$ cat src/sv/leap_div_cell.sv
// ============================================================================
// leap_div_cell
// One restoring-division step; quotient bits shift in as dividend bits leave.
// ============================================================================
module leap_div_cell #(
    parameter int DW = 32,
    parameter int QW = 16,
    parameter int SW = 1
) (
    input  logic          clk,
    input  logic          rst_n,
    input  logic          en,
    input  logic          vld_i,
    input  logic [DW-1:0] d_i,
    input  logic [DW-1:0] rem_i,
    input  logic [QW-1:0] lq_i,
    input  logic [SW-1:0] side_i,
    output logic          vld_o,
    output logic [DW-1:0] d_o,
    output logic [DW-1:0] rem_o,
    output logic [QW-1:0] lq_o,
    output logic [SW-1:0] side_o
);
    logic          vld_reg;
    logic [DW-1:0] d_reg;
    logic [DW-1:0] rem_reg, rem_next;
    logic [QW-1:0] lq_reg, lq_next;
    logic [SW-1:0] side_reg;
    logic [DW:0]   trial;
    logic          ge;

    always_comb
    begin
        trial    = {rem_i, lq_i[QW-1]};
        ge       = trial >= {1'b0, d_i};
        rem_next = ge ? DW'(trial - {1'b0, d_i}) : DW'(trial);
        lq_next  = {lq_i[QW-2:0], ge};
    end

    always_ff @(posedge clk or negedge rst_n)
    begin
        if (!rst_n)
        begin
            vld_reg <= 1'b0;
        end
        else if (en)
        begin
            vld_reg <= vld_i;
        end
    end

    always_ff @(posedge clk)
    begin
        if (en)
        begin
            d_reg    <= d_i;
            rem_reg  <= rem_next;
            lq_reg   <= lq_next;
            side_reg <= side_i;
        end
    end

    assign vld_o  = vld_reg;
    assign d_o    = d_reg;
    assign rem_o  = rem_reg;
    assign lq_o   = lq_reg;
    assign side_o = side_reg;
endmodule

$ cat config.mk
export PLATFORM = sky130hd
export DESIGN_NAME = leap_div_cell
export DESIGN_NICKNAME = d
export VERILOG_FILES = /design/src/sv/leap_div_cell.sv
export SDC_FILE = /design/constraint.sdc
export NUM_CORES = 1
export LEC_CHECK = 0
export ABC_AREA = 1
export BUFFER_PORTS_ARGS = -buffer_cell sky130_fd_sc_hd__buf_2
export CORE_MARGIN = 2
export CORE_UTILIZATION = 53
export DETAILED_ROUTE_END_ITERATION = 7
export PLACE_DENSITY_LB_ADDON = 0.3
export SYNTH_ARGS = -nofsm -noshare
export SYNTH_HDL_FRONTEND = slang
export SYNTH_SLANG_ARGS = --single-unit
$ cat constraint.sdc
create_clock -name clk -period 0.99 [get_ports clk]
set_input_delay 0.1485 -clock clk [delete_from_list [all_inputs] [get_ports clk]]
set_output_delay 0.1485 -clock clk [all_outputs]
set_load 0.02 [all_outputs]
==> qor.tcl, run 1 <==
set qor(outcome) {aborted with a tool error}
set qor(stop_stage) {global routing}
set qor(error_line) {[ERROR DPL-0038] Utilization greater than 100%, impossible to legalize}
set qor(cts.root.buffer_cell) {sky130_fd_sc_hd__clkbuf_8}
set qor(post_synth_edffs) 81
set qor(postSynthRegisterBits) 82
set qor(cts-root-to-sink-buffers) 2
set qor(synth.avg_cell_area_um2) 7.71
set qor(netlist_area_um2) 5630
set qor(netlist_top_cells_count) {sky130_fd_sc_hd__nand2_1 (274), sky130_fd_sc_hd__inv_1 (150), sky130_fd_sc_hd__edfxtp_1 (81)}
set qor(dp_worst_setup_slack_ns) -1.08
set qor(largest_net_degree_at_the_start_of_global_routing) 32
set qor(finalWeightedCongestion) 0.929
set qor(placementRows) 37
set qor(initial_utilization_pct) 54.5
set qor(synthDominantAreaCellType) {sky130_fd_sc_hd__edfxtp_1}
set qor(synth_top_area_share_pct) 43.2
set qor(ys.warnings.count) 0
set qor(io_pins) 167
set qor(htreeDepth) 3
set qor(tritoncts_num_sinks) 82
set qor(worst_endpoint_kind) {register input}
set qor(ys.flop_type) {sky130_fd_sc_hd__edfxtp_1}
set qor(syn-instance-count) 730
set qor(chipHeight_um) 107
set qor(numPortBuffers) 166
set qor(synth.top_cells.by_area) {sky130_fd_sc_hd__edfxtp_1 (43%), sky130_fd_sc_hd__nand2_1 (18%), sky130_fd_sc_hd__inv_1 (10%)}
set qor(numCtsBuffers) 9
set qor(synth_sequential_area_ratio_pct) 43.7
set qor(share_of_flip_flops_with_an_asynchronous_set_or_reset_after_synthesis_pct) 1.22
set qor(top_count_cell_post_synth) {sky130_fd_sc_hd__nand2_1}
set qor(dpl.hpwl_mm) 12.8
set qor(syn_nets) 848
set qor(placed_area_um2) 7680
set qor(die_x_um) 107
set qor(post_synth_num_cell_types) 28
set qor(grt-worst-endpoint) {rem_o[21]$_DFFE_PP_/D}
-- repair_timing --
| item | 4_1_cts |
|---|---|
| cloned | 1 |
| endpoints found under the hold margin | 47 |
| gates resized for setup | 230 |
| setup endpoints to repair | 115 |
| hold buffers | 47 |
| pin swaps | 65 |
| setup buffers | 27 |
-- stage by stage --
| step | instances | setup TNS (ns) |
|---|---|---|
| floorplan | 730 | -21.79 |
| global placement | 1118 | -33.44 |
| detailed placement | 1118 | -34.25 |
| CTS | 1208 | -20.78 |
-- logic make-up after synthesis --
family                   count (synthesis)  share of synthesized area [%]
AO/OA/AOI/OAI                           25                           2.31
XOR/XNOR                                14                           2.18
adder cells (fa/ha/maj)                 33                           7.47
buffers and inverters                  160                           11.5
flip-flops                              82                           43.7
multiplexers                             1                          0.200
AND/OR/NAND/NOR                        415                           32.7
==> run 2: changes to the inputs <==
- CORE_UTILIZATION: 53 -> 40
- PLACE_DENSITY_LB_ADDON: 0.3 -> 0.15
==> qor.tcl, run 2 <==
set qor(outcome) {complete, but fails checks}
set qor(violations_in_the_final_reports) {negative setup slack}
set qor(worst-slew-pin-transition_ns) 0.309
set qor(power.density_cell_area_nw_per_um2) 1330
set qor(antenna_left) 0
set qor(finalCriticalPeriod_ns) 1.59
set qor(netlist_area_um2) 5630 ;# unchanged
set qor(holdCritStartpoint) {d_i[19]}
set qor(share_of_flip_flops_with_an_asynchronous_set_or_reset_after_synthesis_pct) 1.22 ;# unchanged
set qor(final_hold_violating_endpoints) 0
set qor(clk_transition_reported_paths_ns) 0.06
set qor(dr.first_iter.drc_count) 318
set qor(final_hold_slack_ns) 0.0112
set qor(syn_nets) 848 ;# unchanged
set qor(chipHeight_um) 123 ;# +15%
set qor(grt_antenna_before_repair) 0
set qor(ys.flop_type) {sky130_fd_sc_hd__edfxtp_1}
set qor(synth_sequential_area_ratio_pct) 43.7 ;# unchanged
set qor(antennaDiodeCount) 0
set qor(power.ir.vdd_worst_mv) 0.728
set qor(wl_met1_mm) 7.95
set qor(setup_total_negative_slack_ns) -21.18
set qor(io_pins) 167 ;# unchanged
set qor(tritoncts) {built}
set qor(met2RoutedLength_mm) 8.94
set qor(synth.avg_cell_area_um2) 7.71 ;# unchanged
set qor(critical_path_peak_fanout) 5
set qor(clk-insertion-delay-late_ns) 0.35
set qor(finalCoreUtilization_pct) 71.3
set qor(timing.rr.start) {vld_o}
set qor(cts.root.buffer_cell) {sky130_fd_sc_hd__clkbuf_16}
set qor(setup_viol) 115
set qor(top_count_cell_post_synth) {sky130_fd_sc_hd__nand2_1}
set qor(postSynthRegisterBits) 82 ;# unchanged
set qor(maxSlewHeadroom_pct) 79.4
set qor(initial_utilization_pct) 40.7 ;# -14 points
set qor(maxSlewViolCount) 0
set qor(post-route-period-util_pct) 160
set qor(syn-instance-count) 730 ;# unchanged
set qor(dieArea_um2) 15000
set qor(largest_net_degree_at_the_start_of_global_routing) 33
set qor(die_x_um) 123 ;# +15%
set qor(finalWeightedCongestion) 0.914 ;# -1.6%
set qor(critPathLaunchType) {primary input}
set qor(htreeDepth) 3 ;# unchanged
set qor(worst-endpoint-required_ns) 1.09
set qor(leakage_nw) 4.92
set qor(area_overhead_of_the_layout_relative_to_synthesis_pct) 75.1
set qor(numPortBuffers) 166 ;# unchanged
set qor(placementRows) 43 ;# +16%
set qor(layout-drive-gt1-share_pct) 49.5
set qor(placed_area_um2) 7750 ;# +0.95%
set qor(first_global_vias) 5677
set qor(wire_length_of_the_first_global_routing_pass_mm) 26.7
set qor(synth.top_cells.by_area) {sky130_fd_sc_hd__edfxtp_1 (43%), sky130_fd_sc_hd__nand2_1 (18%), sky130_fd_sc_hd__inv_1 (10%)}
set qor(top_layer_used_by_detailed_routing) {met4}
set qor(routed_length_on_met3_um) 912
set qor(routed_wl_mm) 18.1
set qor(grt_overflow_total) 0
set qor(cp.arrival_ns) 1.69
set qor(worstHoldPathType) {primary input to flip-flop}
set qor(maxCapViolations) 0
set qor(tritoncts_num_sinks) 82 ;# unchanged
set qor(cts-root-to-sink-buffers) 2 ;# unchanged
set qor(num-nets-final) 1180
set qor(most-common-layout-cells) {sky130_fd_sc_hd__nand2_1 (194), sky130_fd_sc_hd__inv_1 (113), sky130_fd_sc_hd__buf_4 (110)}
set qor(netlist_top_cells_count) {sky130_fd_sc_hd__nand2_1 (274), sky130_fd_sc_hd__inv_1 (150), sky130_fd_sc_hd__edfxtp_1 (81)}
set qor(ys.warnings.count) 0 ;# unchanged
set qor(post_synth_num_cell_types) 28 ;# unchanged
set qor(maxClockFrequency_mhz) 630
set qor(via_count) 5786
set qor(globalRouteTotalUtil_pct) 23.2
set qor(fin_worst_skew_ns) 0
set qor(grt_setup_unrepaired) {true}
set qor(detail_route.first_pass.iterations) 5
set qor(core_area_um2) 13800
set qor(routedWlPerCell_um) 14.5
set qor(critical_path_type) {primary input to flip-flop}
set qor(mostFrequentLayoutCell) {sky130_fd_sc_hd__nand2_1}
set qor(numCtsBuffers) 9 ;# unchanged
set qor(postLayoutSetupSlackWorst_ns) -0.596
set qor(final_design_area_no_fill_um2) 9850
set qor(post_synth_edffs) 81 ;# unchanged
set qor(synthDominantAreaCellType) {sky130_fd_sc_hd__edfxtp_1}
set qor(drc) 0
set qor(critical_path.endpoint_type) {flip-flop}
set qor(synth_top_area_share_pct) 43.2 ;# unchanged
set qor(average_vias_per_placed_instance) 4.64
set qor(critPathLaunch) {d_i[30]}
set qor(dpl.hpwl_mm) 12.2 ;# -4.7%
==> run 2: report_power, final <==
group	switching, mW	internal, mW	total [mW]
registers	0.153	4.29	4.44
clock network	1.45	2.22	3.67
logic	2.57	2.39	4.95
==> run 2: area by class of cell <==
class / count / area (um2)
fillers: 1116 / 3970
flip-flops and latches: 82 / 2460
inverters: 150 / 571
clock inverters: 6 / 90.1
multi-input cells: 488 / 3500
clock buffers: 10 / 229
well taps: 180 / 225
repair buffers: 331 / 2790
==> run 2: cells by family after synthesis <==
group	Yosys count	synth area share, %
compound gates	25	2.31
xor+xnor	14	2.18
fa+ha+maj	33	7.47
buf+inv	160	11.5
flops	82	43.7
mux	1	0.200
simple gates	415	32.7
==> run 2: per-stage QoR <==
step                instances  setup WS (ns)  power [mW]
floorplan                 730         -0.671        6.60
global placement         1166          -1.04        8.12
detailed placement       1166          -1.08        8.16
CTS                      1236         -0.534        12.6
global route             1247         -0.673        13.7
finish                   1247         -0.596        13.1
==> run 2: routing by layer <==
| layer | track usage [%] | vias to the layer above |
|---|---|---|
| li1 | - | 2953 |
| met1 | 28.9 | 2642 |
| met2 | 40.7 | 174 |
| met3 | 4.09 | 17 |
| met4 | 7.47 | 0 |
| met5 | 0 | - |
==> run 2: timing repair <==
action                                  4_1_cts  5_1_grt
setup buffers                                16        7
hold buffers                                 37        1
endpoints found under the hold margin        37        1
gates cloned                                  2        3
gates resized for setup                     199      137
endpoints found under the setup margin      115      115
pin swaps                                    33       13
==> run 2: path summary, 6_finish.rpt <==
kind | to | slack [ns] | cells past startpoint
max | rem_o[26] | -0.60 | 14
min | d_o[19] | 0.01 | 1
max reg2reg | vld_o | 0.22 | 1
min reg2reg | vld_o | 0.54 | 1
max in group asynchronous | vld_o | 0.81 | 2
min in group asynchronous | vld_o | 0.10 | 2
==> run 2: critical path: stages <==
cell and delay, ns:
sky130_fd_sc_hd__buf_6 0.10, sky130_fd_sc_hd__inv_4 0.05, sky130_fd_sc_hd__ha_4 0.20, sky130_fd_sc_hd__buf_6 0.12, sky130_fd_sc_hd__buf_6 0.10, sky130_fd_sc_hd__nand4_1 0.10
sky130_fd_sc_hd__nor3_2 0.05, sky130_fd_sc_hd__nand2_1 0.09, sky130_fd_sc_hd__nand2_2 0.07, sky130_fd_sc_hd__nor2_4 0.22, sky130_fd_sc_hd__nand2_8 0.13, sky130_fd_sc_hd__clkbuf_16 0.19
sky130_fd_sc_hd__nand3_2 0.06, sky130_fd_sc_hd__nand2_1 0.06
Note: power is estimated with default switching activity, not from simulation.
==> run 3: changes to the inputs <==
- MAX_ROUTING_LAYER: unset -> met4
==> qor.tcl, run 3 (synthesized netlist as in run 2, its figures left out) <==
set qor(design_power_total_mw) 13.2 ;# +0.77%
set qor(dieArea_um2) 15000 ;# unchanged
set qor(critical_path_peak_fanout) 8 ;# +3
set qor(via_count) 5774 ;# -0.21%
set qor(setup_total_negative_slack_ns) -21.91 ;# -0.732 ns
set qor(critPathLaunchType) {primary input}
set qor(worst_path_largest_cell_delay_ns) 0.21 ;# about the same
set qor(holdCritStartpoint) {d_i[16]}
set qor(first_global_vias) 5606 ;# -1.3%
set qor(dpl.hpwl_mm) 12.5 ;# +2.7%
set qor(globalRouteTotalUtil_pct) 24.2 ;# +1.0 points
set qor(setup_viol) 115 ;# unchanged
set qor(core_area_um2) 13800 ;# unchanged
set qor(routedWlPerCell_um) 14.4 ;# -0.28%
set qor(violations_in_the_final_reports) {negative setup slack}
set qor(post-route-period-util_pct) 161 ;# +0.52 points
set qor(dp_cells) 1168 ;# +0.17%
set qor(postLayoutSetupSlackWorst_ns) -0.601 ;# -0.00515 ns
set qor(finalWeightedCongestion) 0.890 ;# -2.7%
set qor(critical_path.reg2reg.endpoint) {vld_o}
set qor(layout-drive-gt1-share_pct) 50.3 ;# +0.84 points
set qor(maxSlewViolCount) 0 ;# unchanged
set qor(htreeDepth) 3 ;# unchanged
set qor(critical_path.endpoint_type) {flip-flop}
set qor(placementRows) 43 ;# unchanged
set qor(critical_path_type) {primary input to flip-flop}
set qor(mostFrequentLayoutCell) {sky130_fd_sc_hd__nand2_1}
set qor(reg2regPathDepth) 1 ;# unchanged
set qor(final_hold_violating_endpoints) 0 ;# unchanged
set qor(finalCriticalPeriod_ns) 1.59 ;# +0.00515 ns
set qor(hold_path_depth) 1 ;# unchanged
set qor(cts.root.buffer_cell) {sky130_fd_sc_hd__clkbuf_16}
set qor(grt_overflow_total) 0 ;# unchanged
set qor(maxSlewHeadroom_pct) 81.8 ;# +2.4 points
set qor(power.density_cell_area_nw_per_um2) 1330 ;# +0.31%
set qor(placed_area_um2) 7750 ;# about the same
set qor(cp_slowest_cell) {sky130_fd_sc_hd__ha_4}
set qor(power.ir.vdd_worst_mv) 0.872 ;# +20%
set qor(cts-root-to-sink-buffers) 2 ;# unchanged
set qor(numCtsBuffers) 9 ;# unchanged
set qor(routed_wl_mm) 18.0 ;# -0.12%
set qor(drc) 0 ;# unchanged
set qor(worst-slew-pin-transition_ns) 0.273 ;# -0.0364 ns
set qor(dp_worst_setup_slack_ns) -1.08 ;# -0.00526 ns
set qor(most-common-layout-cells) {sky130_fd_sc_hd__nand2_1 (191), sky130_fd_sc_hd__buf_4 (117), sky130_fd_sc_hd__inv_1 (108)}
set qor(post_layout_nonfiller_instances) 1249 ;# +0.16%
set qor(worstHoldPathType) {primary input to flip-flop}
set qor(dr.first_iter.drc_count) 355 ;# +12%
set qor(r2r_setup_slack_ns) 0.23 ;# about the same
set qor(finalCoreUtilization_pct) 71.6 ;# +0.33 points
set qor(numPortBuffers) 166 ;# unchanged
set qor(detail_route.first_pass.iterations) 6 ;# +1
set qor(final_design_area_no_fill_um2) 9900 ;# +0.46%
set qor(grt_setup_unrepaired) {true}
set qor(cp.arrival_ns) 1.69 ;# about the same
set qor(tritoncts) {built}
set qor(timing.rr.start) {vld_o}
set qor(min_to) {d_o[16]}
set qor(clk-insertion-delay-late_ns) 0.35 ;# about the same
set qor(leakage_nw) 4.93 ;# +0.35%
set qor(largest_net_degree_at_the_start_of_global_routing) 34 ;# +3.0%
set qor(die_x_um) 123 ;# unchanged
set qor(antennaDiodeCount) 0 ;# unchanged
set qor(worst-endpoint-required_ns) 1.09 ;# about the same
set qor(clk_transition_reported_paths_ns) 0.06 ;# about the same
set qor(maxClockFrequency_mhz) 628 ;# -0.32%
set qor(crit_path_cell_trace) {buf_2, inv_2, ha_4, nand2_1, nand2_2, nand2_2, nand2_2, inv_1, nand3_2, nand2_2, nand2_4, nand2_8, nand2_8, buf_12, nand3_2, nand2_1}
set qor(num-nets-final) 1182 ;# +0.17%
set qor(outcome) {complete, but fails checks}
set qor(critical_path.most_common_cell) {sky130_fd_sc_hd__nand2_2}
set qor(chipHeight_um) 123 ;# unchanged
set qor(grt_antenna_before_repair) 0 ;# unchanged
set qor(wire_length_of_the_first_global_routing_pass_mm) 27.0 ;# +1.1%
set qor(io_pins) 167 ;# unchanged
set qor(average_vias_per_placed_instance) 4.62 ;# -0.37%
set qor(fin_worst_skew_ns) 0 ;# unchanged
set qor(maxCapViolations) 0 ;# unchanged
set qor(final_hold_slack_ns) 0.0107 ;# -0.000472 ns
set qor(initial_utilization_pct) 40.7 ;# unchanged
set qor(tritoncts_num_sinks) 82 ;# unchanged
set qor(antenna_left) 0 ;# unchanged
set qor(area_overhead_of_the_layout_relative_to_synthesis_pct) 75.9
[run 3: changes by cell type in the layout (fill, tap and decap cells not counted), sizes merged]
cell / change
buf: +2
clkbuf: -1
dlygate4sd3: +1
[run 3: worst max path at each step]
stage                  start   endpoint  depth (start not counted)
floorplan            d_i[24]  rem_o[31]                         12
global placement     d_i[20]  rem_o[24]                         13
detailed placement    d_i[0]  rem_o[30]                         14
CTS                   d_i[5]  rem_o[12]                         14
global route        rem_i[7]   rem_o[1]                         15
finish                d_i[6]  rem_o[27]                         16
[run 3: critical path: cells and delay by family]
kind                     cells  cell delay (ns)
buffers and inverters        4             0.41
adder cells (fa/ha/maj)      1             0.21
AND/OR/NAND/NOR             11             0.91
[run 3: power by group]
group | leakage [nW] | switching, mW | internal [mW] | total [mW]
combinational | 3.98 | 2.62 | 2.41 | 5.03
clock | 0.153 | 1.47 | 2.22 | 3.69
sequential | 0.804 | 0.153 | 4.29 | 4.44
[run 3: timing repair]
action,in CTS,in global routing
gates cloned,2,1
setup endpoints to repair,115,115
buffers inserted,15,8
endpoints found under the hold margin,38,1
resized for setup,193,161
pin swaps,22,39
hold buffers,38,1
[run 3: routing by layer]
metal | track usage [%] | vias to the layer above | share of wire (%)
li1 | - | 2964 | -
met5 | - | - | 0
met4 | 8.69 | 0 | 1.7
met2 | 40.2 | 176 | 49
met3 | 3.62 | 26 | 4.7
met1 | 30.0 | 2608 | 45
[run 3: final cells by class]
class	instances	area (um2)
Tap cell	180	225
Clock buffer	10	229
Clock inverter	6	90.1
Multi-Input combinational cell	488	3560
Fill cell	1103	3930
Sequential cell	82	2460
Inverter	150	571
Timing Repair Buffer	333	2770
