<file path="src/sv/leap_sqrt_cell.sv">
// ============================================================================
// leap_sqrt_cell
// One digit step of a floor square root; cells chain into a full root.
// ============================================================================
module leap_sqrt_cell #(
    parameter int IW   = 64,
    parameter int STEP = 0,
    parameter int SW   = 1
) (
    input  logic          clk,
    input  logic          rst_n,
    input  logic          en,
    input  logic          vld_i,
    input  logic [IW-1:0] a_i,
    input  logic [IW-1:0] res_i,
    input  logic [SW-1:0] side_i,
    output logic          vld_o,
    output logic [IW-1:0] a_o,
    output logic [IW-1:0] res_o,
    output logic [SW-1:0] side_o
);
    localparam logic [IW-1:0] BIT = IW'(1) << (IW - 2 - 2 * STEP);

    logic          vld_reg;
    logic [IW-1:0] a_reg, a_next;
    logic [IW-1:0] res_reg, res_next;
    logic [SW-1:0] side_reg;
    logic [IW-1:0] trial;

    always_comb
    begin
        trial = res_i + BIT;
        if (a_i >= trial)
        begin
            a_next   = a_i - trial;
            res_next = (res_i >> 1) + BIT;
        end
        else
        begin
            a_next   = a_i;
            res_next = res_i >> 1;
        end
    end

    always_ff @(posedge clk or negedge rst_n)
    begin
        if (!rst_n)
        begin
            vld_reg <= 1'b0;
        end
        else if (en)
        begin
            vld_reg <= vld_i;
        end
    end

    always_ff @(posedge clk)
    begin
        if (en)
        begin
            a_reg    <= a_next;
            res_reg  <= res_next;
            side_reg <= side_i;
        end
    end

    assign vld_o  = vld_reg;
    assign a_o    = a_reg;
    assign res_o  = res_reg;
    assign side_o = side_reg;
endmodule

</file>
<file path="config.mk">
export PLATFORM = sky130hd
export DESIGN_NAME = leap_sqrt_cell
export DESIGN_NICKNAME = d
export VERILOG_FILES = /design/src/sv/leap_sqrt_cell.sv
export SDC_FILE = /design/constraint.sdc
export NUM_CORES = 1
export LEC_CHECK = 0
export ABC_AREA = 1
export BUFFER_PORTS_ARGS = -buffer_cell sky130_fd_sc_hd__buf_2
export CORE_ASPECT_RATIO = 1.1
export CORE_MARGIN = 2
export CORE_UTILIZATION = 31
export CTS_BUF_LIST = sky130_fd_sc_hd__clkbuf_4 sky130_fd_sc_hd__clkbuf_8
export DETAILED_ROUTE_END_ITERATION = 6
export GPL_ROUTABILITY_DRIVEN = 0
export PLACE_DENSITY_LB_ADDON = 0.12
export RECOVER_POWER = 25
export SKIP_CTS_REPAIR_TIMING = 1
export SYNTH_ARGS = -nofsm -noshare
export SYNTH_HDL_FRONTEND = slang
export SYNTH_SLANG_ARGS = --single-unit
</file>
<file path="constraint.sdc">
create_clock -name clk -period 1.3 [get_ports clk]
set_input_delay 0.065 -clock clk [delete_from_list [all_inputs] [get_ports clk]]
set_output_delay 0.065 -clock clk [all_outputs]
set_load 0.02 [all_outputs]
</file>
-- Word-level counts from Yosys, hierarchy flattened
Index checks and enable logic that the tools add are counted.
Widths: inputs -> output; s select.
- register bits after elaboration: 130
- latch bits: 0
- memory bits (writable): 0
- ROM bits: 0
- word-level logic and storage cells: 11
- memories: 0
- $add $sub $neg: 3
- multiply operators: 0
- div/mod/pow operators: 0
- order comparisons: 1
- equality and inequality tests: 0
- shift operators: 0
- muxes and demuxes: 2
- bitwise logic cells: 0
- reductions and logical operators: 0
- operators with widths (cell ; count):
    $add 63x63->64 const B ; 1
    $add 64x63->64 const B ; 1
    $ge 64x64->1 ; 1
    $mux 64 ; 1
    $sub 64x64->64 ; 1
    $mux 63 ; 1

-- Longest topological paths before layout
Gate-level depths: netlist of the first run.
- depth in word-level cells: 3
- depth in mapped cells: 18

-- Worst setup path after synthesis of the first run
No wires, ideal clock.
- path kind: input port to flip-flop
- start: in a_i[0]
- end: reg a_reg[14] (netlist: a_o[14]), data pin
- library setup time: 252 ps
- arrival: 1770 ps
- required time: 1048 ps
- setup slack: -722 ps
- stages on the path: 18
- buffers on the path: 1
- path through: inv_1 -> ha_1 -> fa_1 -> inv_1 -> nand3_1 -> nand2_2 -> nand2_2 -> nand2_4 -> nand2_2 -> nand2_2 -> nand2_2 -> nand3_2 -> nand2_4 -> nand2_8 -> inv_4 -> buf_2 -> nand2_1 -> nand2_1
- word-level cells in the longest chain between the ends: 2
- RTL lines (element ; RTL line ; source):
    start, declared ; 14 ; input logic [IW-1:0] a_i,
    $sub 64x64->64 or $ge 64x64->1 (tied branches) ; 35, 33 ;
    $mux 64 * ; 33 ; if (a_i >= trial)
    net a_next[14] ; 25 ; logic [IW-1:0] a_reg, a_next;
    end signal, assigned ; 61 ; a_reg <= a_next;
    end, declared ; 25 ;
The timed path passes the listed nets; every way through them passes the cells marked *.
A chain may end at the register's enable or synchronous reset.

-- Final worst setup path of the first run
- start: in res_i[63]
- end: reg a_reg[39] (netlist: a_o[39]), data pin
- word-level cells in the longest chain between the ends: 3
- RTL lines (element ; RTL line ; source):
    start, declared ; 15 ; input logic [IW-1:0] res_i,
    $add 64x63->64 ; 32 ; trial = res_i + BIT;
    $ge 64x64->1 ; 33 ;
    $mux 64 ; 33 ;
    net a_next[39] ; 25 ;
The timed path passes the listed nets, and every way through them passes these cells.

==> results of run 1 <==
[through the flow]
stage	hold WS (ns)	utilization	std cells	setup WS, ns	setup TNS [ns]
after floorplan	-0.231	-	1716	-0.586	-37.60
after global placement	-0.160	0.425	2702	-1.06	-59.12
after detailed placement	-0.158	0.425	2702	-1.04	-61.37
after CTS	-0.730	0.437	2734	-0.460	-23.31
after global routing	0.0736	0.501	2874	-0.395	-32.58
final	0.0782	0.501	2874	-0.334	-24.25
[power breakdown]
| part | total [W] | internal [W] | switching [W] |
|---|---|---|---|
| combinational | 0.00683 | 0.00291 | 0.00392 |
| clock | 0.00383 | 0.00206 | 0.00176 |
| sequential | 0.00537 | 0.00524 | 0.000130 |
| total | 0.0160 | 0.0102 | 0.00581 |
[sequential cells by signal, summed over array words and instances, names as in the netlist]
| signal | count |
|---|---|
| res_o | 64 |
| side_o | 1 |
| vld_o | 1 |
| a_o | 64 |
[layout make-up]
cell class,instances,area [µm²],area share
multi-input cells,1165,6480,0.367
repair buffers,658,4680,0.266
well taps,481,602,0.0341
clock inverters,15,190,0.0108
flip-flops and latches,130,3900,0.221
inverters,408,1550,0.0880
clock buffers,17,234,0.0133
[worst min-delay path: cells and delay by family]
family / cells / cell delay (ns)
AO/OA/AOI/OAI: 1 / 0.12
buffers and inverters: 3 / 0.28
[cells in the mapped netlist, drive strengths merged]
cell type,n
nand2,768
inv,407
edfxtp,129
nor2,122
nand3,90
ha,64
a21oi,44
xor2,30
nand4,20
buf,13
nor3,10
o21ai,8
and2,2
nor4,2
xnor2,2
and3,1
clkinv,1
dfrtp,1
fa,1
mux2,1
[cells by family (layout without fill, tap and decap cells)]
kind of cell | Yosys count | count (layout) | share of synthesized area
AND/OR/NAND/NOR | 1015 | 1015 | 0.376
buffers and inverters | 421 | 1098 | 0.149
flip-flops | 130 | 130 | 0.351
adder cells (fa/ha/maj) | 65 | 65 | 0.0739
AO/OA/AOI/OAI | 52 | 52 | 0.0241
XOR/XNOR | 32 | 32 | 0.0252
multiplexers | 1 | 1 | 0.00101
[worst paths after layout]
kind,startpoint,slack [ns],depth (start not counted),endpoint
max,res_i[63],-0.33,14,a_o[39]
min,a_i[1],0.08,4,a_o[1]
max reg2reg,vld_o,0.56,1,vld_o
min reg2reg,vld_o,0.51,1,vld_o
max in group asynchronous,rst_n,0.80,3,vld_o
min in group asynchronous,rst_n,0.40,3,vld_o
[routing by layer]
layer,GRT usage,wire [µm],up-vias
met4,0.0666,955,0
met1,0.251,17400,5522
met3,0.0396,1580,40
li1,-,-,6499
met2,0.371,20400,247
met5,0,0,-
==> summary.md, run 1 <==
| Metric | Value |
|---|---|
| RSZ-0062 raised after global routing | true |
| Crit path launch type | primary input |
| Root buf cell | clkbuf_8 |
| Clock latency on the worst-skew pair | 0.49 ns |
| Final hold violation count | 0 |
| Core ar. | 35,200 µm² |
| Leading cell type in the layout, fill and taps excluded | nand2_1 |
| Final Setup Violations | 122 |
| DIE WIDTH | 184 µm |
| Worst-Margin Slew | 0.447 ns |
| Kind of critical path | in -> reg |
| Synth Warn # | 0 |
| Violations in the final reports | negative setup slack |
| Pins over their slew limit | 0 |
| CP max stage delay | 0.29 ns |
| Clock skew | 0 ns |
| Tmin final | 1.63 ns |
| Drt first-iter violations | 667 |
| Most frequent cells in the layout | nand2_1, inv_1, buf_4 |
| Crit path max fanout | 7 |
| Worst-path clk slew | 0.08 ns |
| Initial core utilization | 0.315 |
| CP delay by family, top | buffers and inverters |
| GRT overflow | 0 |
| Achievable Freq | 0.612 GHz |
| H-tree Lvls | 4 |
| Peak supply drop | 0.000553 V |
| Placed Area | 15,000 µm² |
| Cell Area, Synth | 11,100 µm² |
| DR WL/cell | 14.1 µm |
| Vias per std cell | 4.28 |
| Final cell area excluding filler cells | 17,600 µm² |
| Min-delay worst type | in -> reg |
| Share of post-route cells with drive strength above 1 | 0.320 |
| Area leader, netlist | edfxtp_1 |
| Power, Total | 0.0160 W |
| Largest net degree at the start of global routing | 28 |
| Worst setup EP type | register |
| Mapped Nets | 1,914 |
| Worst setup margin | -0.334 ns |
| Max cap viols | 0 |
| First-pass GRT wire length | 58,900 µm |
| Dominant cells by area after synthesis | edfxtp_1, nand2_1, inv_1 |
| Synth unique cells | 35 |
| Status | complete, but fails checks |
| DR DRC count | 0 |
| Antenna violations before repair | 0 |
| Final wirelength | 40,400 µm |
| Buffers and inverters on the worst path | 4 |
| IO Port Bufs | 262 |
| Sink Count | 130 |
| Total track usage | 0.208 |
| Drt first pass iters | 5 |
| #FFs+latches synth | 130 |
| CP cell instances | buf_2, xnor2_1, ha_1, a21oi_1, o21ai_0, a21oi_1, buf_4, nand2_1, nor2_4, nand2_8, buf_4, buf_4, nand3_2, nand2_1 |
| Slew Limit Headroom | 0.702 |
| CP max stage cell | ha_1 |
| Vias post-DR | 12,300 |
| Period utilization | 1.26 |
| Fin nets | 2,578 |
| Total Die Area | 37,400 µm² |
| Syn avg cell area | 6.47 µm² |
| Die Y | 203 µm |
| Vias in the first global route | 11,400 |
| CTS buffer count | 17 |
| CTS tree | built |
| Layout area overhead | 58.8% |
| Lkg Pwr | 9.66 nW |
| Crit path DAT | 1.91 ns |
| Pwr/cell area | 909 nW/µm² |
| Cells after synthesis | 1,716 |
| Num ports | 263 |
| Clock buffer depth | 2 |
| Worst Path Required | 1.57 ns |
| Antenna diodes | 0 |
| # rows | 72 |
| Share of the synthesized area in the top cell type | 0.349 |
| Post-route antenna net violation count | 0 |
| Fillers | 3,710 |
| Sequential area share after synthesis | 0.351 |
| Post-DP HPWL | 33,400 µm |
| CP most frequent cell | buf_4 |
(Power assumes the default switching activity.)
==> run 2: changes to the inputs <==
- BUFFER_PORTS_ARGS: -buffer_cell sky130_fd_sc_hd__buf_2 -> not set
- DONT_BUFFER_PORTS: not set -> 1
==> run 2 against run 1 <==
  * The flow finishes with violations (negative hold slack, negative setup slack)
  * Highest routed layer unchanged
  * Sequential power is 14% higher
  * Critical path depth is 4 higher
  * Combinational power is 17% lower
  * Register-to-register slack got worse by 0.11 ns
  * Routed wire length increased by 1.2%
  * Sequential share of layout area grew 1.4 points
==> summary.md, run 2 (same netlist as run 1, synthesis figures left out) <==
| Metric | Value |
|---|---|
| Status | complete, but fails checks |
| Violations in the final reports | negative hold slack, negative setup slack |
| Internal power of the cells | 0.00989 W (-3.2%) |
| Total track usage | 0.206 (-0.00162) |
| Fin nets | 2,325 (-9.8%) |
| # rows | 72 (unchanged) |
| Pwr/cell area | 933 nW/µm² (+2.7%) |
| Kind of critical path | in -> reg |
| Peak supply drop | 0.000685 V (+24%) |
| Worst setup margin | -0.294 ns (+0.0403 ns) |
| Place WS | -0.938 ns (+0.103 ns) |
| Worst-Margin Slew | 0.279 ns (-0.168 ns) |
| Met3 Resource Use GR | 0.0447 (+0.00502) |
| H-tree Lvls | 4 (unchanged) |
| Final hold violation count | 131 (+131) |
| First-pass GRT wire length | 57,800 µm (-1.9%) |
| Clock buffer depth | 2 (unchanged) |
| Antenna diodes | 0 (unchanged) |
| Die Y | 203 µm (unchanged) |
| DIE WIDTH | 184 µm (unchanged) |
| Achievable Freq | 0.627 GHz (+2.5%) |
| Layout area overhead | 49.6% |
| GRT met2 Usage | 0.362 (-0.00832) |
| CTS tree | built |
| Total Die Area | 37,400 µm² (unchanged) |
| Power, Total | 0.0155 W (-3.3%) |
| GRT overflow | 0 (unchanged) |
| Post-DP HPWL | 32,100 µm (-3.9%) |
| Share of post-route cells with drive strength above 1 | 0.248 (-0.0720) |
| Final wirelength | 40,900 µm (+1.2%) |
| Clock skew | 0 ns (unchanged) |
| Hold_ws | -0.324 ns (-0.403 ns) |
| Drt first-iter violations | 590 (-12%) |
| Clock share of power | 0.238 (about the same) |
| Worst Path Required | 1.57 ns (about the same) |
| Final cell area excluding filler cells | 16,600 µm² (-5.8%) |
| Initial core utilization | 0.315 (unchanged) |
| DR WL/cell | 15.6 µm (+11%) |
| Period utilization | 1.23 (-0.0310) |
| Num ports | 263 (unchanged) |
| Post-route antenna net violation count | 0 (unchanged) |
| Vias post-DR | 11,400 (-7.3%) |
| Most frequent cells in the layout | nand2_1, inv_1, buf_4 |
| Placed Area | 13,700 µm² (-8.7%) |
| Drt first pass iters | 5 (unchanged) |
| Worst setup EP type | register |
| Worst-path clk slew | 0.09 ns (about the same) |
| Final Setup Violations | 66 (-46%) |
| Core ar. | 35,200 µm² (unchanged) |
| Root buf cell | clkbuf_8 |
| Crit path DAT | 1.86 ns (-0.05 ns) |
| Vias in the first global route | 10,800 (-5.6%) |
| Max cap viols | 0 (unchanged) |
| Sequential share of power | 0.394 (+0.059) |
| Pins over their slew limit | 0 (unchanged) |
| CTS buffer count | 17 (unchanged) |
| GRT Max-Usage Layer | met2 |
| Clock latency on the worst-skew pair | 0.50 ns (about the same) |
| Leading cell type in the layout, fill and taps excluded | nand2_1 |
| Logic pwr share | 0.367 (-0.059) |
| Grt met1 use | 0.244 (-0.00664) |
| IO Port Bufs | 0 (-100%) |
| Crit path max fanout | 16 (+9) |
| Antenna violations before repair | 0 (unchanged) |
| Lkg Pwr | 8.77 nW (-9.3%) |
| Min-delay worst type | in -> reg |
| Tmin final | 1.59 ns (-0.0403 ns) |
| Slew Limit Headroom | 0.813 (+0.111) |
| Vias per std cell | 4.35 (+1.7%) |
| Crit path launch type | primary input |
| RSZ-0062 raised after global routing | true |
| Switching Fraction | 0.362 (-0.000710) |
| DR DRC count | 0 (unchanged) |
| Sink Count | 130 (unchanged) |
| Switching pwr | 0.00561 W (-3.5%) |
| Largest net degree at the start of global routing | 131 (+370%) |
==> run 2: cell types whose count changed in the layout (fill, tap and decap cells not counted), moves of 8 or more <==
cell      delta
clkbuf_1    -21
buf_2      -242
ha_1         -8
buf_4       +11
ha_4        +12
nor2_1       +8
==> run 2: final cells by class <==
type / count / area [µm²]
clock buffer: 21 / 264
clock inverter: 11 / 138
fill: 3616 / 18600
inverter: 408 / 1560
multi-input combinational: 1165 / 6650
sequential: 130 / 3900
tap: 481 / 602
timing repair buffer: 405 / 3500
==> run 2: worst paths after layout <==
kind	end	cells after the start	start	slack [ns]
max	a_o[5]	18	a_i[0]	-0.29
min	a_o[57]	0	en	-0.32
max reg2reg	vld_o	1	vld_o	0.45
min reg2reg	vld_o	1	vld_o	0.67
max in group asynchronous	vld_o	2	rst_n	0.90
min in group asynchronous	vld_o	2	rst_n	0.30
==> run 2: critical path: stages <==
cell and delay (ns):
inv_12 0.01, ha_4 0.14, fa_2 0.35, inv_2 0.08
nand3_2 0.08, nand2_4 0.10, nand2_4 0.05, nand2_4 0.07
nand2_2 0.06, nand2_2 0.07, nand2_2 0.07, nand3_4 0.09
nand2_4 0.07, nand2_8 0.15, inv_16 0.08, clkbuf_16 0.18
nand2_1 0.06, nand2_1 0.05
==> run 2: stage by stage <==
step	utilization	hold WS [ns]	setup TNS, ns	instances
5_1_grt	0.472	-0.368	-20.75	2621
6_report	0.472	-0.324	-16.44	2621
3_5_place_dp	0.388	-0.231	-54.65	2446
2_1_floorplan	-	-0.231	-37.60	1716
4_1_cts	0.400	-0.797	-18.47	2478
3_3_place_gp	0.388	-0.231	-54.74	2446
==> run 2: power groups by stage <==
stage / logic [W] / registers (W) / clock network, W
3_5_place_dp: 0.00470 / 0.00621 / 0
3_3_place_gp: 0.00466 / 0.00623 / 0
5_1_grt: 0.00633 / 0.00617 / 0.00395
4_1_cts: 0.00472 / 0.00613 / 0.00381
2_1_floorplan: 0.00272 / 0.00612 / 0
6_report: 0.00570 / 0.00611 / 0.00370
==> run 2: layer usage <==
layer / vias to the layer above / wire (µm)
li1: 5992 / -
met1: 5056 / 17400
met2: 300 / 20300
met3: 63 / 1770
met4: 0 / 1340
met5: - / 0
==> run 3: changes to the inputs <==
- HOLD_SLACK_MARGIN: not set -> 0.02
==> run 3 against run 2 <==
  * The flow still finishes with violations (negative hold slack, negative setup slack)
  * Sequential power about the same
  * Critical path depth unchanged
  * Sequential share of layout area unchanged
  * Global-route usage did not move
  * Clock skew did not move
  * Final cell count is the same
  * Register-to-register slack is essentially flat
  * Count of clock-buffer cells in the layout unchanged
  * Combinational power is essentially flat
  * Die area did not move
  * Largest power group unchanged
==> summary.md, run 3 (same netlist as run 1, synthesis figures left out) <==
| Metric | Value |
|---|---|
| Status | complete, but fails checks |
| Violations in the final reports | negative hold slack, negative setup slack |
| Worst-path clk slew | 0.09 ns (about the same) |
| Worst-Margin Slew | 0.278 ns (-0.000796 ns) |
| CTS tree | built |
| Final hold violation count | 132 (+0.76%) |
| Crit path DAT | 1.86 ns (about the same) |
| Fin nets | 2,325 (unchanged) |
| CP max stage delay | 0.35 ns (about the same) |
| Lkg Pwr | 8.77 nW (unchanged) |
| Drt first pass iters | 7 (+2) |
| Placed Area | 13,700 µm² (unchanged) |
| Initial core utilization | 0.315 (unchanged) |
| First-pass GRT wire length | 57,800 µm (unchanged) |
| DR WL/cell | 15.6 µm (-0.12%) |
| Min-delay worst type | in -> reg |
| Clock skew | 0 ns (unchanged) |
| Share of post-route cells with drive strength above 1 | 0.248 (unchanged) |
| Peak supply drop | 0.000688 V (+0.45%) |
| # rows | 72 (unchanged) |
| Fillers | 3,617 (+0.028%) |
| Final Setup Violations | 66 (unchanged) |
| CP most frequent cell | nand2_4 |
| Vias post-DR | 11,400 (+0.11%) |
| Hold Startpoint | en |
| Total Die Area | 37,400 µm² (unchanged) |
| Worst setup EP type | register |
| Post-route antenna net violation count | 0 (unchanged) |
| Non-filler cells, final | 2,621 (unchanged) |
| CP delay by family, top | simple AND/OR/NAND/NOR gates |
| Crit path from | a_i[0] |
| Hold_ws | -0.325 ns (-0.000677 ns) |
| Layout area overhead | 49.6% (unchanged) |
| Period utilization | 1.22 (-0.00348) |
| Sink Count | 130 (unchanged) |
| Clock latency on the worst-skew pair | 0.50 ns (about the same) |
| Placed cells | 2,446 (unchanged) |
| DIE WIDTH | 184 µm (unchanged) |
| Sum Neg Setup Slack | -16.11 ns (+0.329 ns) |
| Worst Path Required | 1.57 ns (about the same) |
| Final core utilization | 0.472 (unchanged) |
| Post-DP HPWL | 32,100 µm (unchanged) |
| Final cell area excluding filler cells | 16,600 µm² (unchanged) |
| GRT overflow | 0 (unchanged) |
| Final wirelength | 40,800 µm (-0.12%) |
| Die Y | 203 µm (unchanged) |
| Tmin final | 1.59 ns (-0.00452 ns) |
| Root buf cell | clkbuf_8 |
| Kind of critical path | in -> reg |
| CP max stage cell | fa_2 |
| Num ports | 263 (unchanged) |
| Antenna violations before repair | 0 (unchanged) |
| Crit path max fanout | 16 (unchanged) |
| Pins over their slew limit | 0 (unchanged) |
| Drt first-iter violations | 597 (+1.2%) |
| Clock buffer depth | 2 (unchanged) |
| Max cap viols | 0 (unchanged) |
| RSZ-0062 raised after global routing | true |
| RR Startpoint | vld_o |
| Most frequent cells in the layout | nand2_1, inv_1, buf_4 |
| Largest net degree at the start of global routing | 131 (unchanged) |
| Total track usage | 0.206 (unchanged) |
| Worst setup margin | -0.289 ns (+0.00452 ns) |
| Buffers and inverters on the worst path | 4 (unchanged) |
| Crit path launch type | primary input |
| Antenna diodes | 0 (unchanged) |
| H-tree Lvls | 4 (unchanged) |
| CTS buffer count | 17 (unchanged) |
| IO Port Bufs | 0 (unchanged) |
| Leading cell type in the layout, fill and taps excluded | nand2_1 |
| Achievable Freq | 0.629 GHz (+0.28%) |
| Vias per std cell | 4.36 (+0.11%) |
| Vias in the first global route | 10,800 (unchanged) |
| Core ar. | 35,200 µm² (unchanged) |
| CP cell instances | inv_12, ha_4, fa_2, inv_2, nand3_2, nand2_4, nand2_4, nand2_4, nand2_2, nand2_2, nand2_2, nand3_4, nand2_4, nand2_8, inv_16, clkbuf_16, nand2_1, nand2_1 |
| DR DRC count | 0 (unchanged) |
| Slew Limit Headroom | 0.813 (about the same) |
| Pwr/cell area | 933 nW/µm² (about the same) |
[run 3: cell counts in the layout (fill, tap and decap cells not counted)]
Identical to the previous run, type by type.
[run 3: layer usage]
metal | share of wire | global-route usage
met3 | 0.046 | 0.0447
met1 | 0.42 | 0.244
met4 | 0.034 | 0.0809
met5 | 0 | 0
met2 | 0.50 | 0.362
[run 3: power breakdown]
group          switching (W)  internal, W
registers           0.000826      0.00529
logic                0.00304      0.00265
clock network        0.00174      0.00195
[run 3: metrics by stage]
stage	hold slack [ns]	power, W	setup slack (ns)
floorplan	-0.231	0.00885	-0.586
global placement	-0.231	0.0109	-0.943
detailed placement	-0.231	0.0109	-0.938
CTS	-0.797	0.0147	-0.360
global route	-0.368	0.0165	-0.358
finish	-0.325	0.0155	-0.289
[run 3: layout make-up]
type / instances / area, µm² / area share
Multi-Input combinational cell: 1165 / 6650 / 0.400
Sequential cell: 130 / 3900 / 0.235
Timing Repair Buffer: 405 / 3500 / 0.211
Inverter: 408 / 1560 / 0.0939
Tap cell: 481 / 602 / 0.0362
Clock buffer: 21 / 264 / 0.0159
Clock inverter: 11 / 138 / 0.00828
[run 3: worst paths after layout]
check	cells after the start	endpoint	slack, ns
min in group asynchronous	2	vld_o	0.30
max in group asynchronous	2	vld_o	0.90
max	18	a_o[5]	-0.29
max reg2reg	1	vld_o	0.45
min	0	a_o[57]	-0.33
min reg2reg	1	vld_o	0.67
